==> src/rtl/irpd_pkg.sv <==
// Shared types and constants for the pulse-distance IR frame decoder.
// Used by the classifier, the queue, the frame sequencer and the top level.
`default_nettype none

package irpd_pkg;

    // One mark/space pair from the capture side.
    typedef struct packed {
        logic [15:0] mark_us;
        logic [15:0] space_us;
        logic        frame_start;
        logic        last_pair;
    } t_in_item;

    // One decision on a frame.
    typedef struct packed {
        logic        accepted;
        logic [31:0] code;
        logic [5:0]  bit_count;
    } t_out_item;

    // Pair after timing classification, as it travels through the queue.
    typedef struct packed {
        logic frame_start;
        logic last_pair;
        logic hdr_ok;
        logic one_ok;
        logic zero_ok;
    } t_cls;

    localparam int unsigned CLS_W = $bits(t_cls);

    // Nominal durations, by index into the bound tables.
    localparam int unsigned NOM_COUNT = 5;
    localparam int unsigned NOM_W     = 3;
    localparam logic [NOM_W-1:0] NOM_HDR_MARK   = 3'd0;  // 8000 us
    localparam logic [NOM_W-1:0] NOM_HDR_SPACE  = 3'd1;  // 4000 us
    localparam logic [NOM_W-1:0] NOM_BIT_MARK   = 3'd2;  // 600 us
    localparam logic [NOM_W-1:0] NOM_ONE_SPACE  = 3'd3;  // 1600 us
    localparam logic [NOM_W-1:0] NOM_ZERO_SPACE = 3'd4;  // 550 us

    localparam logic [6:0] TOL_RESET = 7'd25;
    localparam logic [6:0] TOL_MAX   = 7'd100;
    localparam logic [7:0] PCT_BASE  = 8'd100;

    localparam logic [5:0] SHORT_FRAME_BITS = 6'd28;
    localparam logic [5:0] FULL_FRAME_BITS  = 6'd32;

    // floor(nominal * pct / 100). Every nominal but 550 is a multiple of 100,
    // and 550/100 is 11/2, so the bound is a small constant product.
    function automatic logic [15:0] scale_bound(input logic [NOM_W-1:0] nom,
                                                input logic [7:0] pct);
        logic [15:0] p;
        logic [15:0] r;
        p = 16'(pct);
        unique case (nom)
            NOM_HDR_MARK:   r = p * 16'd80;
            NOM_HDR_SPACE:  r = p * 16'd40;
            NOM_BIT_MARK:   r = p * 16'd6;
            NOM_ONE_SPACE:  r = p * 16'd16;
            NOM_ZERO_SPACE: r = (p * 16'd11) >> 1;
            default:        r = '0;
        endcase
        return r;
    endfunction

endpackage

`default_nettype wire

==> src/rtl/ir_pulse_distance_frame_decoder.sv <==
// Pulse-distance IR frame decoder: one mark/space pair per cycle while the queue is not full.
// Each pair passes through the queue, and each frame decision is loaded into a registered output.
// The queue between classifier and sequencer holds QUEUE_DEPTH pairs so each
// side stalls on its own.
// Reset (synchronous, i_rst_n low): idle, queue empty, tolerance back to 25 percent.
`default_nettype none

module ir_pulse_distance_frame_decoder #(
    parameter int unsigned QUEUE_DEPTH = 4
) (
    input  wire logic               i_clk,
    input  wire logic               i_rst_n,
    input  wire logic               i_in_valid,
    output logic                    o_in_stall,
    input  wire irpd_pkg::t_in_item i_in_data,
    output logic                    o_out_valid,
    input  wire logic               i_out_stall,
    output irpd_pkg::t_out_item     o_out_data,
    input  wire logic               i_cfg_we,
    input  wire logic [6:0]         i_cfg_wdata
);
    import irpd_pkg::*;

    t_cls cls_in;
    t_cls cls_head;
    logic q_full;
    logic q_empty;
    logic q_push;
    logic q_pop;

    irpd_classify u_classify (
        .i_clk       (i_clk),
        .i_rst_n     (i_rst_n),
        .i_cfg_we    (i_cfg_we),
        .i_cfg_wdata (i_cfg_wdata),
        .i_item      (i_in_data),
        .o_cls       (cls_in)
    );

    assign o_in_stall = q_full;
    assign q_push     = i_in_valid && !q_full;

    irpd_fifo #(
        .DEPTH (QUEUE_DEPTH)
    ) u_fifo (
        .i_clk   (i_clk),
        .i_rst_n (i_rst_n),
        .i_push  (q_push),
        .i_data  (cls_in),
        .i_pop   (q_pop),
        .o_data  (cls_head),
        .o_full  (q_full),
        .o_empty (q_empty)
    );

    irpd_frame u_frame (
        .i_clk       (i_clk),
        .i_rst_n     (i_rst_n),
        .i_empty     (q_empty),
        .i_cls       (cls_head),
        .o_pop       (q_pop),
        .o_out_valid (o_out_valid),
        .i_out_stall (i_out_stall),
        .o_out_data  (o_out_data)
    );

endmodule

`default_nettype wire

==> src/rtl/irpd_classify.sv <==
// Front part: holds the duration windows set by tolerance writes and flags
// each pair against the header, one and zero windows. Depends on irpd_pkg.
`default_nettype none

module irpd_classify (
    input  wire logic              i_clk,
    input  wire logic              i_rst_n,
    input  wire logic              i_cfg_we,
    input  wire logic [6:0]        i_cfg_wdata,
    input  wire irpd_pkg::t_in_item i_item,
    output irpd_pkg::t_cls          o_cls
);
    import irpd_pkg::*;

    logic [15:0] r_lo [NOM_COUNT];
    logic [15:0] r_hi [NOM_COUNT];
    logic [15:0] n_lo [NOM_COUNT];
    logic [15:0] n_hi [NOM_COUNT];

    logic [6:0] tol_sel;
    logic [6:0] tol_clamped;
    logic [7:0] pct_dn;
    logic [7:0] pct_up;

    // Tolerance above 100 acts as 100.
    always_comb begin
        tol_sel     = i_rst_n ? i_cfg_wdata : TOL_RESET;
        tol_clamped = (tol_sel > TOL_MAX) ? TOL_MAX : tol_sel;
        pct_dn      = PCT_BASE - {1'b0, tol_clamped};
        pct_up      = PCT_BASE + {1'b0, tol_clamped};
        for (int k = 0; k < NOM_COUNT; k++) begin
            n_lo[k] = scale_bound(NOM_W'(k), pct_dn);
            n_hi[k] = scale_bound(NOM_W'(k), pct_up);
        end
    end

    always_ff @(posedge i_clk) begin
        if (!i_rst_n || i_cfg_we) begin
            for (int k = 0; k < NOM_COUNT; k++) begin
                r_lo[k] <= n_lo[k];
                r_hi[k] <= n_hi[k];
            end
        end
    end

    logic hdr_mark_ok, hdr_space_ok, bit_mark_ok, one_space_ok, zero_space_ok;

    always_comb begin
        hdr_mark_ok   = (i_item.mark_us  >= r_lo[NOM_HDR_MARK])
                     && (i_item.mark_us  <= r_hi[NOM_HDR_MARK]);
        hdr_space_ok  = (i_item.space_us >= r_lo[NOM_HDR_SPACE])
                     && (i_item.space_us <= r_hi[NOM_HDR_SPACE]);
        bit_mark_ok   = (i_item.mark_us  >= r_lo[NOM_BIT_MARK])
                     && (i_item.mark_us  <= r_hi[NOM_BIT_MARK]);
        one_space_ok  = (i_item.space_us >= r_lo[NOM_ONE_SPACE])
                     && (i_item.space_us <= r_hi[NOM_ONE_SPACE]);
        zero_space_ok = (i_item.space_us >= r_lo[NOM_ZERO_SPACE])
                     && (i_item.space_us <= r_hi[NOM_ZERO_SPACE]);

        o_cls.frame_start = i_item.frame_start;
        o_cls.last_pair   = i_item.last_pair;
        o_cls.hdr_ok      = hdr_mark_ok && hdr_space_ok;
        o_cls.one_ok      = bit_mark_ok && one_space_ok;
        o_cls.zero_ok     = bit_mark_ok && zero_space_ok;
    end

endmodule

`default_nettype wire

==> src/rtl/irpd_fifo.sv <==
// Short queue of classified pairs between the classifier and the sequencer.
// Register-based, one push and one pop a cycle. Depends on irpd_pkg.
`default_nettype none

module irpd_fifo #(
    parameter int unsigned DEPTH = 4
) (
    input  wire logic          i_clk,
    input  wire logic          i_rst_n,
    input  wire logic          i_push,
    input  wire irpd_pkg::t_cls i_data,
    input  wire logic          i_pop,
    output irpd_pkg::t_cls      o_data,
    output logic               o_full,
    output logic               o_empty
);
    import irpd_pkg::*;

    localparam int unsigned PTR_W = (DEPTH > 1) ? $clog2(DEPTH) : 1;
    localparam int unsigned CNT_W = $clog2(DEPTH + 1);
    localparam logic [PTR_W-1:0] PTR_LAST = PTR_W'(DEPTH - 1);
    localparam logic [CNT_W-1:0] CNT_FULL = CNT_W'(DEPTH);

    t_cls             r_mem [DEPTH];
    logic [PTR_W-1:0] r_wr_ptr, n_wr_ptr;
    logic [PTR_W-1:0] r_rd_ptr, n_rd_ptr;
    logic [CNT_W-1:0] r_count, n_count;

    always_comb begin
        n_wr_ptr = r_wr_ptr;
        n_rd_ptr = r_rd_ptr;
        n_count  = r_count;
        if (i_push) begin
            n_wr_ptr = (r_wr_ptr == PTR_LAST) ? '0 : r_wr_ptr + 1'b1;
        end
        if (i_pop) begin
            n_rd_ptr = (r_rd_ptr == PTR_LAST) ? '0 : r_rd_ptr + 1'b1;
        end
        case ({i_push, i_pop})
            2'b10:   n_count = r_count + 1'b1;
            2'b01:   n_count = r_count - 1'b1;
            default: n_count = r_count;
        endcase
    end

    always_ff @(posedge i_clk) begin
        if (!i_rst_n) begin
            r_wr_ptr <= '0;
            r_rd_ptr <= '0;
            r_count  <= '0;
        end else begin
            r_wr_ptr <= n_wr_ptr;
            r_rd_ptr <= n_rd_ptr;
            r_count  <= n_count;
        end
    end

    always_ff @(posedge i_clk) begin
        if (i_push) begin
            r_mem[r_wr_ptr] <= i_data;
        end
    end

    assign o_data  = r_mem[r_rd_ptr];
    assign o_full  = (r_count == CNT_FULL);
    assign o_empty = (r_count == '0);

    a_count_bound: assert property (@(posedge i_clk) disable iff (!i_rst_n)
        r_count <= CNT_FULL)
        else $error("queue count above depth");

    a_no_pop_empty: assert property (@(posedge i_clk) disable iff (!i_rst_n)
        i_pop |-> !o_empty)
        else $error("pop from empty queue");

    a_no_push_full: assert property (@(posedge i_clk) disable iff (!i_rst_n)
        i_push |-> !o_full)
        else $error("push into full queue");

endmodule

`default_nettype wire

==> src/rtl/irpd_frame.sv <==
// Back part: frame sequencer. Pops classified pairs, collects bits and
// loads each decision into the output register. Depends on irpd_pkg.
`default_nettype none

module irpd_frame (
    input  wire logic          i_clk,
    input  wire logic          i_rst_n,
    input  wire logic          i_empty,
    input  wire irpd_pkg::t_cls i_cls,
    output logic               o_pop,
    output logic               o_out_valid,
    input  wire logic          i_out_stall,
    output irpd_pkg::t_out_item o_out_data
);
    import irpd_pkg::*;

    localparam logic [0:0] PH_IDLE = 1'b0;
    localparam logic [0:0] PH_BITS = 1'b1;

    logic [0:0]  r_phase, n_phase;
    logic [5:0]  r_bits, n_bits;
    logic [31:0] r_shift, n_shift;
    logic        r_out_valid;
    t_out_item   r_out_data;

    logic        out_free;
    logic        emit;
    logic        ok;
    logic [31:0] res_code;
    logic [5:0]  res_bits;
    logic [31:0] shifted;
    logic [5:0]  bits_inc;
    t_out_item   result;

    assign out_free = !r_out_valid || !i_out_stall;
    assign o_pop    = !i_empty && out_free;

    always_comb begin
        n_phase  = r_phase;
        n_bits   = r_bits;
        n_shift  = r_shift;
        emit     = 1'b0;
        ok       = 1'b0;
        res_code = r_shift;
        res_bits = r_bits;
        shifted  = {r_shift[30:0], i_cls.one_ok};
        bits_inc = r_bits + 6'd1;

        if (o_pop) begin
            if (i_cls.frame_start) begin
                // Drop any running frame; this pair is the header.
                n_bits  = '0;
                n_shift = '0;
                if (!i_cls.hdr_ok || i_cls.last_pair) begin
                    emit    = 1'b1;
                    n_phase = PH_IDLE;
                end else begin
                    n_phase = PH_BITS;
                end
            end else begin
                unique case (r_phase)
                    PH_IDLE: n_phase = PH_IDLE;
                    PH_BITS: begin
                        if (i_cls.one_ok || i_cls.zero_ok) begin
                            n_shift  = shifted;
                            n_bits   = bits_inc;
                            res_code = shifted;
                            res_bits = bits_inc;
                            if (bits_inc >= FULL_FRAME_BITS) begin
                                emit = 1'b1;
                                ok   = 1'b1;
                            end else if (i_cls.last_pair) begin
                                emit = 1'b1;
                                ok   = (bits_inc == SHORT_FRAME_BITS);
                            end
                        end else begin
                            // Neither bit pattern: the frame ends here, accepted only at the short frame length.
                            emit = 1'b1;
                            ok   = (r_bits == SHORT_FRAME_BITS);
                        end
                        if (emit) begin
                            n_phase = PH_IDLE;
                        end
                    end
                    default: n_phase = PH_IDLE;
                endcase
            end
        end

        result.accepted  = ok;
        result.code      = ok ? res_code : '0;
        result.bit_count = ok ? res_bits : '0;
    end

    always_ff @(posedge i_clk) begin
        if (!i_rst_n) begin
            r_phase     <= PH_IDLE;
            r_bits      <= '0;
            r_shift     <= '0;
            r_out_valid <= 1'b0;
        end else begin
            r_phase <= n_phase;
            r_bits  <= n_bits;
            r_shift <= n_shift;
            if (out_free) begin
                r_out_valid <= o_pop && emit;
            end
        end
    end

    always_ff @(posedge i_clk) begin
        if (out_free && o_pop && emit) begin
            r_out_data <= result;
        end
    end

    assign o_out_valid = r_out_valid;
    assign o_out_data  = r_out_data;

    a_bits_in_range: assert property (@(posedge i_clk) disable iff (!i_rst_n)
        r_phase == PH_BITS |-> r_bits < FULL_FRAME_BITS)
        else $error("bit count reached full frame while collecting");

    a_accept_count: assert property (@(posedge i_clk) disable iff (!i_rst_n)
        r_out_valid && r_out_data.accepted |->
            (r_out_data.bit_count == SHORT_FRAME_BITS
             || r_out_data.bit_count == FULL_FRAME_BITS))
        else $error("accepted frame with odd bit count");

    a_reject_zero: assert property (@(posedge i_clk) disable iff (!i_rst_n)
        r_out_valid && !r_out_data.accepted |->
            (r_out_data.code == '0 && r_out_data.bit_count == '0))
        else $error("rejection carries data");

endmodule

`default_nettype wire

==> config.mk <==
export PLATFORM = sky130hd
export DESIGN_NAME = ir_pulse_distance_frame_decoder
export DESIGN_NICKNAME = d
export VERILOG_FILES = /design/src/rtl/irpd_pkg.sv /design/src/rtl/ir_pulse_distance_frame_decoder.sv /design/src/rtl/irpd_classify.sv /design/src/rtl/irpd_fifo.sv /design/src/rtl/irpd_frame.sv
export SDC_FILE = /design/constraint.sdc
export NUM_CORES = 1
export LEC_CHECK = 0
export ABC_CLOCK_PERIOD_IN_PS = 5200
export BUFFER_PORTS_ARGS = -buffer_cell sky130_fd_sc_hd__buf_4
export CAP_MARGIN = 20
export CELL_PAD_IN_SITES_DETAIL_PLACEMENT = 1
export CELL_PAD_IN_SITES_GLOBAL_PLACEMENT = 2
export CORE_UTILIZATION = 40
export CTS_CLUSTER_SIZE = 30
export DETAILED_ROUTE_END_ITERATION = 8
export GPL_TIMING_DRIVEN = 0
export PLACE_DENSITY = 0.9
export SETUP_SLACK_MARGIN = 0.15
export SLEW_MARGIN = 20
export SYNTH_ARGS = -nofsm -noshare
export SYNTH_HDL_FRONTEND = slang
export SYNTH_SLANG_ARGS = --single-unit
==> constraint.sdc <==
create_clock -name i_clk -period 5.2 [get_ports i_clk]
set_input_delay 0.52 -clock i_clk [delete_from_list [all_inputs] [get_ports i_clk]]
set_output_delay 0.52 -clock i_clk [all_outputs]
set_load 0.01 [all_outputs]
== After elaboration in Yosys (flattened, before gate mapping) ==
Memories as Yosys holds them, arrays and structs flattened. A register that Yosys moved wholly into a read port is not among the register bits.
Index checks and enable logic that the tools add are counted.

* Add/sub/neg operators: 7
* Multipliers: 8
* Order comparisons: 12
* Equality and inequality tests: 7
* Multiplexer cells: 41
* Bitwise logic cells: 1
* Reductions and logical operators: 25

{| class="wikitable"
|+ Operator list
! kind !! number
|-
| 32-bit two-way mux || 5
|-
| 16-bit >= comparator || 5
|-
| 16-bit <= comparator || 5
|-
| 8-bit by 3-bit multiplier with 11-bit output, second input constant || 4
|-
| 6-bit two-way mux || 5
|-
| 8-bit by 4-bit multiplier with 12-bit output, second input constant || 2
|-
| 1-bit two-way mux || 23
|-
| 8-bit by 2-bit multiplier with 10-bit output, second input constant || 2
|-
| 7-bit two-way mux || 2
|-
| 1-bit logical AND || 13
|-
| 6-bit by 5-bit == test with 1-bit output, second input constant || 2
|-
| 7-bit by 7-bit adder with 8-bit output, first input constant || 1
|-
| 2-bit two-way mux || 4
|-
| 7-bit by 7-bit subtractor with 8-bit output, first input constant || 1
|-
| 7-bit > comparator, second input constant || 1
|-
| 6-bit by 1-bit adder with 6-bit output, second input constant || 1
|-
| 2-bit == test, second input constant || 3
|-
| 6-bit >= comparator, second input constant || 1
|-
| 1-bit logical NOT || 6
|-
| 3-bit one-hot mux with 2 select lines || 1
|-
| 2-bit by 1-bit adder with 2-bit output, second input constant || 2
|-
| 1-bit logical OR || 4
|-
| 3-bit by 1-bit adder with 3-bit output, second input constant || 1
|-
| 3-bit == test, second input constant || 1
|-
| 6 further kinds || 6
|}

* Flip-flop bits (word level): 86
* RAM bits: 170
* Input port bits: 46
* Output and inout port bits: 41
* Memories kept: 3

{| class="wikitable"
|+ Memories
! name !! words !! bits a word !! read ports !! clocked after Yosys merged registers in !! wr ports !! line !! RTL
|-
| u_classify.r_hi || 5 || 15 || 5 || 0 || 5 || irpd_classify.sv:16 || <nowiki>logic [15:0] r_hi [NOM_COUNT];</nowiki>
|-
| u_classify.r_lo || 5 || 15 || 5 || 0 || 5 || irpd_classify.sv:15 || <nowiki>logic [15:0] r_lo [NOM_COUNT];</nowiki>
|-
| u_fifo.r_mem || 4 || 5 || 1 || 1 || 1 || irpd_fifo.sv:24 || <nowiki>t_cls r_mem [DEPTH];</nowiki>
|}

== Longest topological paths before layout ==
* Depth in word-level cells: 11
* Mapped depth: 20
* Mapped depth without buffers: 19

== By module ==
Synthesis repeated with hierarchy kept, for this count alone.

* Cell total of the unflattened synthesis: 1128
* Area, all modules: 11906.4 um2

{| class="wikitable"
|+ By module, submodules not included
! module !! times used !! cells each !! area an instance (um2) !! sequential area each (um2)
|-
| irpd_classify || 1 || 706 || 6894.1 || 2011.9
|-
| irpd_frame || 1 || 348 || 3812.4 || 1971.9
|-
| irpd_fifo || 1 || 73 || 1186.1 || 780.7
|-
| ir_pulse_distance_frame_decoder || 1 || 1 || 13.8 || 0.0
|}

== Worst setup path before layout ==
Ideal clock, no wire load.

* Kind: in2reg
* Start: input port i_rst_n
* End: memory u_classify.r_lo[0][69] in the netlist's numbering, data pin
* Library setup time: 0.258 ns
* Arrival: 4.206 ns
* Required time: 4.942 ns
* Slack: 0.736 ns
* Stages on the path: 18
* Buffers on the path: 1
* Path through: buf_2 -> nand3_1 -> or2_2 -> nand2_1 -> inv_1 -> ha_1 -> a21oi_1 -> xor2_1 -> ha_1 -> inv_1 -> fa_1 -> inv_1 -> ha_1 -> o21ai_0 -> a21boi_0 -> o21a_1 -> o41a_1 -> xor2_1

{| class="wikitable"
|+ RTL lines
! element !! line !! RTL
|-
| from (decl) || ir_pulse_distance_frame_decoder.sv:12 || <nowiki>input wire logic i_rst_n,</nowiki>
|-
| to (decl) || irpd_classify.sv:15 ||
|}

==> results.json <==
{
  "synthTopCellsByCount": "ha_1 (173), nand2_1 (169), inv_1 (132), edfxtp_1 (126), a21oi_1 (97)",
  "drt_iter0_drc": 317,
  "yosysTopAreaCell": "edfxtp_1",
  "postRouteAntennaNets": 0,
  "hold-worst-slack_ns": 0.284,
  "dp.cells": 1600,
  "synthesis.nets": 1373,
  "crit_arrival_ns": 4.98,
  "detailed_place_hpwl_um": 22900,
  "synth.most_common_cell": "ha_1",
  "power_mw": 5.44,
  "report.final.slew_viol_count": 0,
  "routedWlPerCell_um": 18.1,
  "clk_pin_slew_ns": 0.08,
  "synth_ff_type": "edfxtp_1",
  "dieWidth_um": 171,
  "cts.sinks": 175,
  "layout.nets": 1477,
  "grt_max_degree": 41,
  "holdCritPathClass": "input pin to flop",
  "diodes": 0,
  "num_vias": 8556,
  "end_kind": "flop",
  "rsz0062_at_grt": "no",
  "p_leak_nw": 5.55,
  "fin_cells": 1632,
  "grt_pass1_vias": 9322,
  "drv_cap": 0,
  "post-route-min-period_ns": 4.77,
  "clockBufferDepth": 2,
  "grt_usage": 0.214,
  "cts_tree": "yes",
  "grt_pass1_wl_um": 47800,
  "worstSkewPairLatency_ns": 0.45,
  "ys_seq_area_frac": 0.416,
  "syn_to_final_growth_pct": 15.6,
  "htreeDepth": 4,
  "die_area_mm2": 0.0293,
  "peakVddDrop_v": 0.000201,
  "viasPerCell": 5.24,
  "worstPathRequired_ns": 5.40,
  "syn_avg_cell_area_um2": 10.1,
  "yosys.cell_types.count": 65,
  "ys_ff_latch": 175,
  "cts_hold_buffers": 0,
  "ys_warn_count": 0,
  "pin_count": 87,
  "drive_gt1_frac": 0.130,
  "power_density_mw_per_mm2": 411,
  "outcome": "finished clean",
  "crit_path_start_kind": "input pin",
  "drt_wl_total_um": 29600,
  "routabilityCongestion": 0.852,
  "syn_area_mm2": 0.0115,
  "start_util": 0.410,
  "tns_ns": 0,
  "yosysTopAreaCellShare": 0.330,
  "async_flop_share": 0,
  "setup-violations-final": 0,
  "setup.worst_path.class": "input pin to flop",
  "antenna_found_initial": 0,
  "overflow": 0,
  "io_buffers": 84,
  "die_y_um": 171,
  "synth_edf_count": 126,
  "rows": 61,
  "numCtsBuffers": 17,
  "finalHoldViolCount": 0,
  "drc": 0,
  "post-route-period-util": 0.918,
  "tightest_slew_ns": 1.04,
  "core_mm2": 0.0279,
  "clockRootBuffer": "clkbuf_16",
  "synth_area_leaders": "edfxtp_1 (33%), ha_1 (19%), dfxtp_1 (8.6%)",
  "slew_headroom": 0.308,
  "max_freq_ghz": 0.209,
  "postCtsSetupBuffers": 0,
  "cp_max_fo": 9,
  "fin_worst_skew_ns": 0.0168,
  "syn_inst": 1137,
  "drt_first_pass_iters": 4
}
final timing paths:
path                            endpoint              startpoint  cells past startpoint  slack, ns
setup reg to reg      u_fifo.r_mem[0][2]  u_classify.r_lo[0][49]                      7       2.40
hold / removal        u_fifo.r_mem[0][4]            i_in_data[1]                      1       0.28
hold reg to reg       u_frame.r_shift[4]      u_frame.r_shift[3]                      2       0.48
setup / recovery  u_classify.r_lo[0][69]                 i_rst_n                     18       0.43
flip-flops by register name, indices dropped and copies added (netlist names), named ones only:
name / cells
u_frame.o_out_valid: 1
u_fifo.r_wr_ptr: 2
u_frame.o_out_data: 39
u_frame.r_shift: 32
u_frame.r_phase: 1
u_fifo.r_rd_ptr: 2
u_classify.r_lo: 35
u_fifo.r_mem: 20
u_frame.r_bits: 6
u_classify.r_hi: 32
u_fifo.r_count: 3
power breakdown:
| part | total [mW] | switching (mW) | internal, mW |
|---|---|---|---|
| Sequential | 2.04 | 0.117 | 1.93 |
| Combinational | 2.06 | 1.20 | 0.860 |
| Clock | 1.34 | 0.676 | 0.663 |
critical path, stage by stage:
cell and delay, ns:
buf_2 0.24, nand3_1 0.16, or2_2 0.35, nand2_1 0.14, inv_1 0.24, ha_1 0.29
a21oi_1 0.42, xor2_4 0.25, ha_1 0.42, inv_1 0.08, fa_1 0.51, inv_1 0.05
ha_1 0.32, o21ai_0 0.11, a21boi_0 0.17, o21a_1 0.22, o41a_1 0.33, xor2_1 0.14
cell usage in the layout, fill, tap and decap left out, drive strengths merged, types with 6 or more instances in the layout:
| cell type | count |
|---|---|
| a211oi | 10 |
| a21o | 20 |
| a21oi | 111 |
| a31oi | 6 |
| buf | 96 |
| clkbuf | 36 |
| clkinv | 10 |
| dfxtp | 49 |
| edfxtp | 126 |
| fa | 17 |
| ha | 173 |
| inv | 137 |
| nand2 | 170 |
| nand3 | 15 |
| nand4 | 17 |
| nor2 | 51 |
| nor2b | 18 |
| nor3 | 19 |
| o2111ai | 6 |
| o21a | 7 |
| o21ai | 32 |
| o21bai | 6 |
| xnor2 | 32 |
| xor2 | 19 |
repair_timing:
action                                  4_1_cts  5_1_grt
pin swaps                                     0        1
resized for setup                             1        2
endpoints found under the setup margin        1        2
endpoints found under the hold margin         0        0
per-stage QoR:
| stage | setup WS (ns) | instance area (um2) | utilization |
|---|---|---|---|
| finish | 0.426 | 13200 | 0.474 |
| global route | 0.189 | 13200 | 0.474 |
| CTS | 0.378 | 13200 | 0.473 |
| detailed placement | -0.299 | 12600 | 0.450 |
| global placement | -0.230 | 12600 | 0.449 |
| floorplan | 0.736 | 11500 | - |
routing by layer:
layer  up-vias  track usage  wire, um
met3        50       0.0308      1160
met5         -            0         0
met1      4152        0.249     12300
li1       4197            -         -
met4         0       0.0784       723
met2       157        0.394     15300
final cells by class:
cell class | instances | area, um2
buffer | 30 | 188
clock buffer | 17 | 425
clock inverter | 15 | 206
fill | 3179 | 14700
inverter | 132 | 495
multi-input combinational | 800 | 6040
sequential | 175 | 4760
tap | 378 | 473
timing repair buffer | 85 | 651
logic make-up after synthesis:
| logic type | count (synthesis) | synth area share |
|---|---|---|
| buf+inv | 162 | 0.0597 |
| compound gates | 230 | 0.128 |
| fa+ha+maj | 190 | 0.219 |
| xor+xnor | 51 | 0.0390 |
| simple gates | 323 | 0.128 |
| flops | 175 | 0.416 |
| mux | 6 | 0.0108 |
Power figures use the tool's default switching activity.
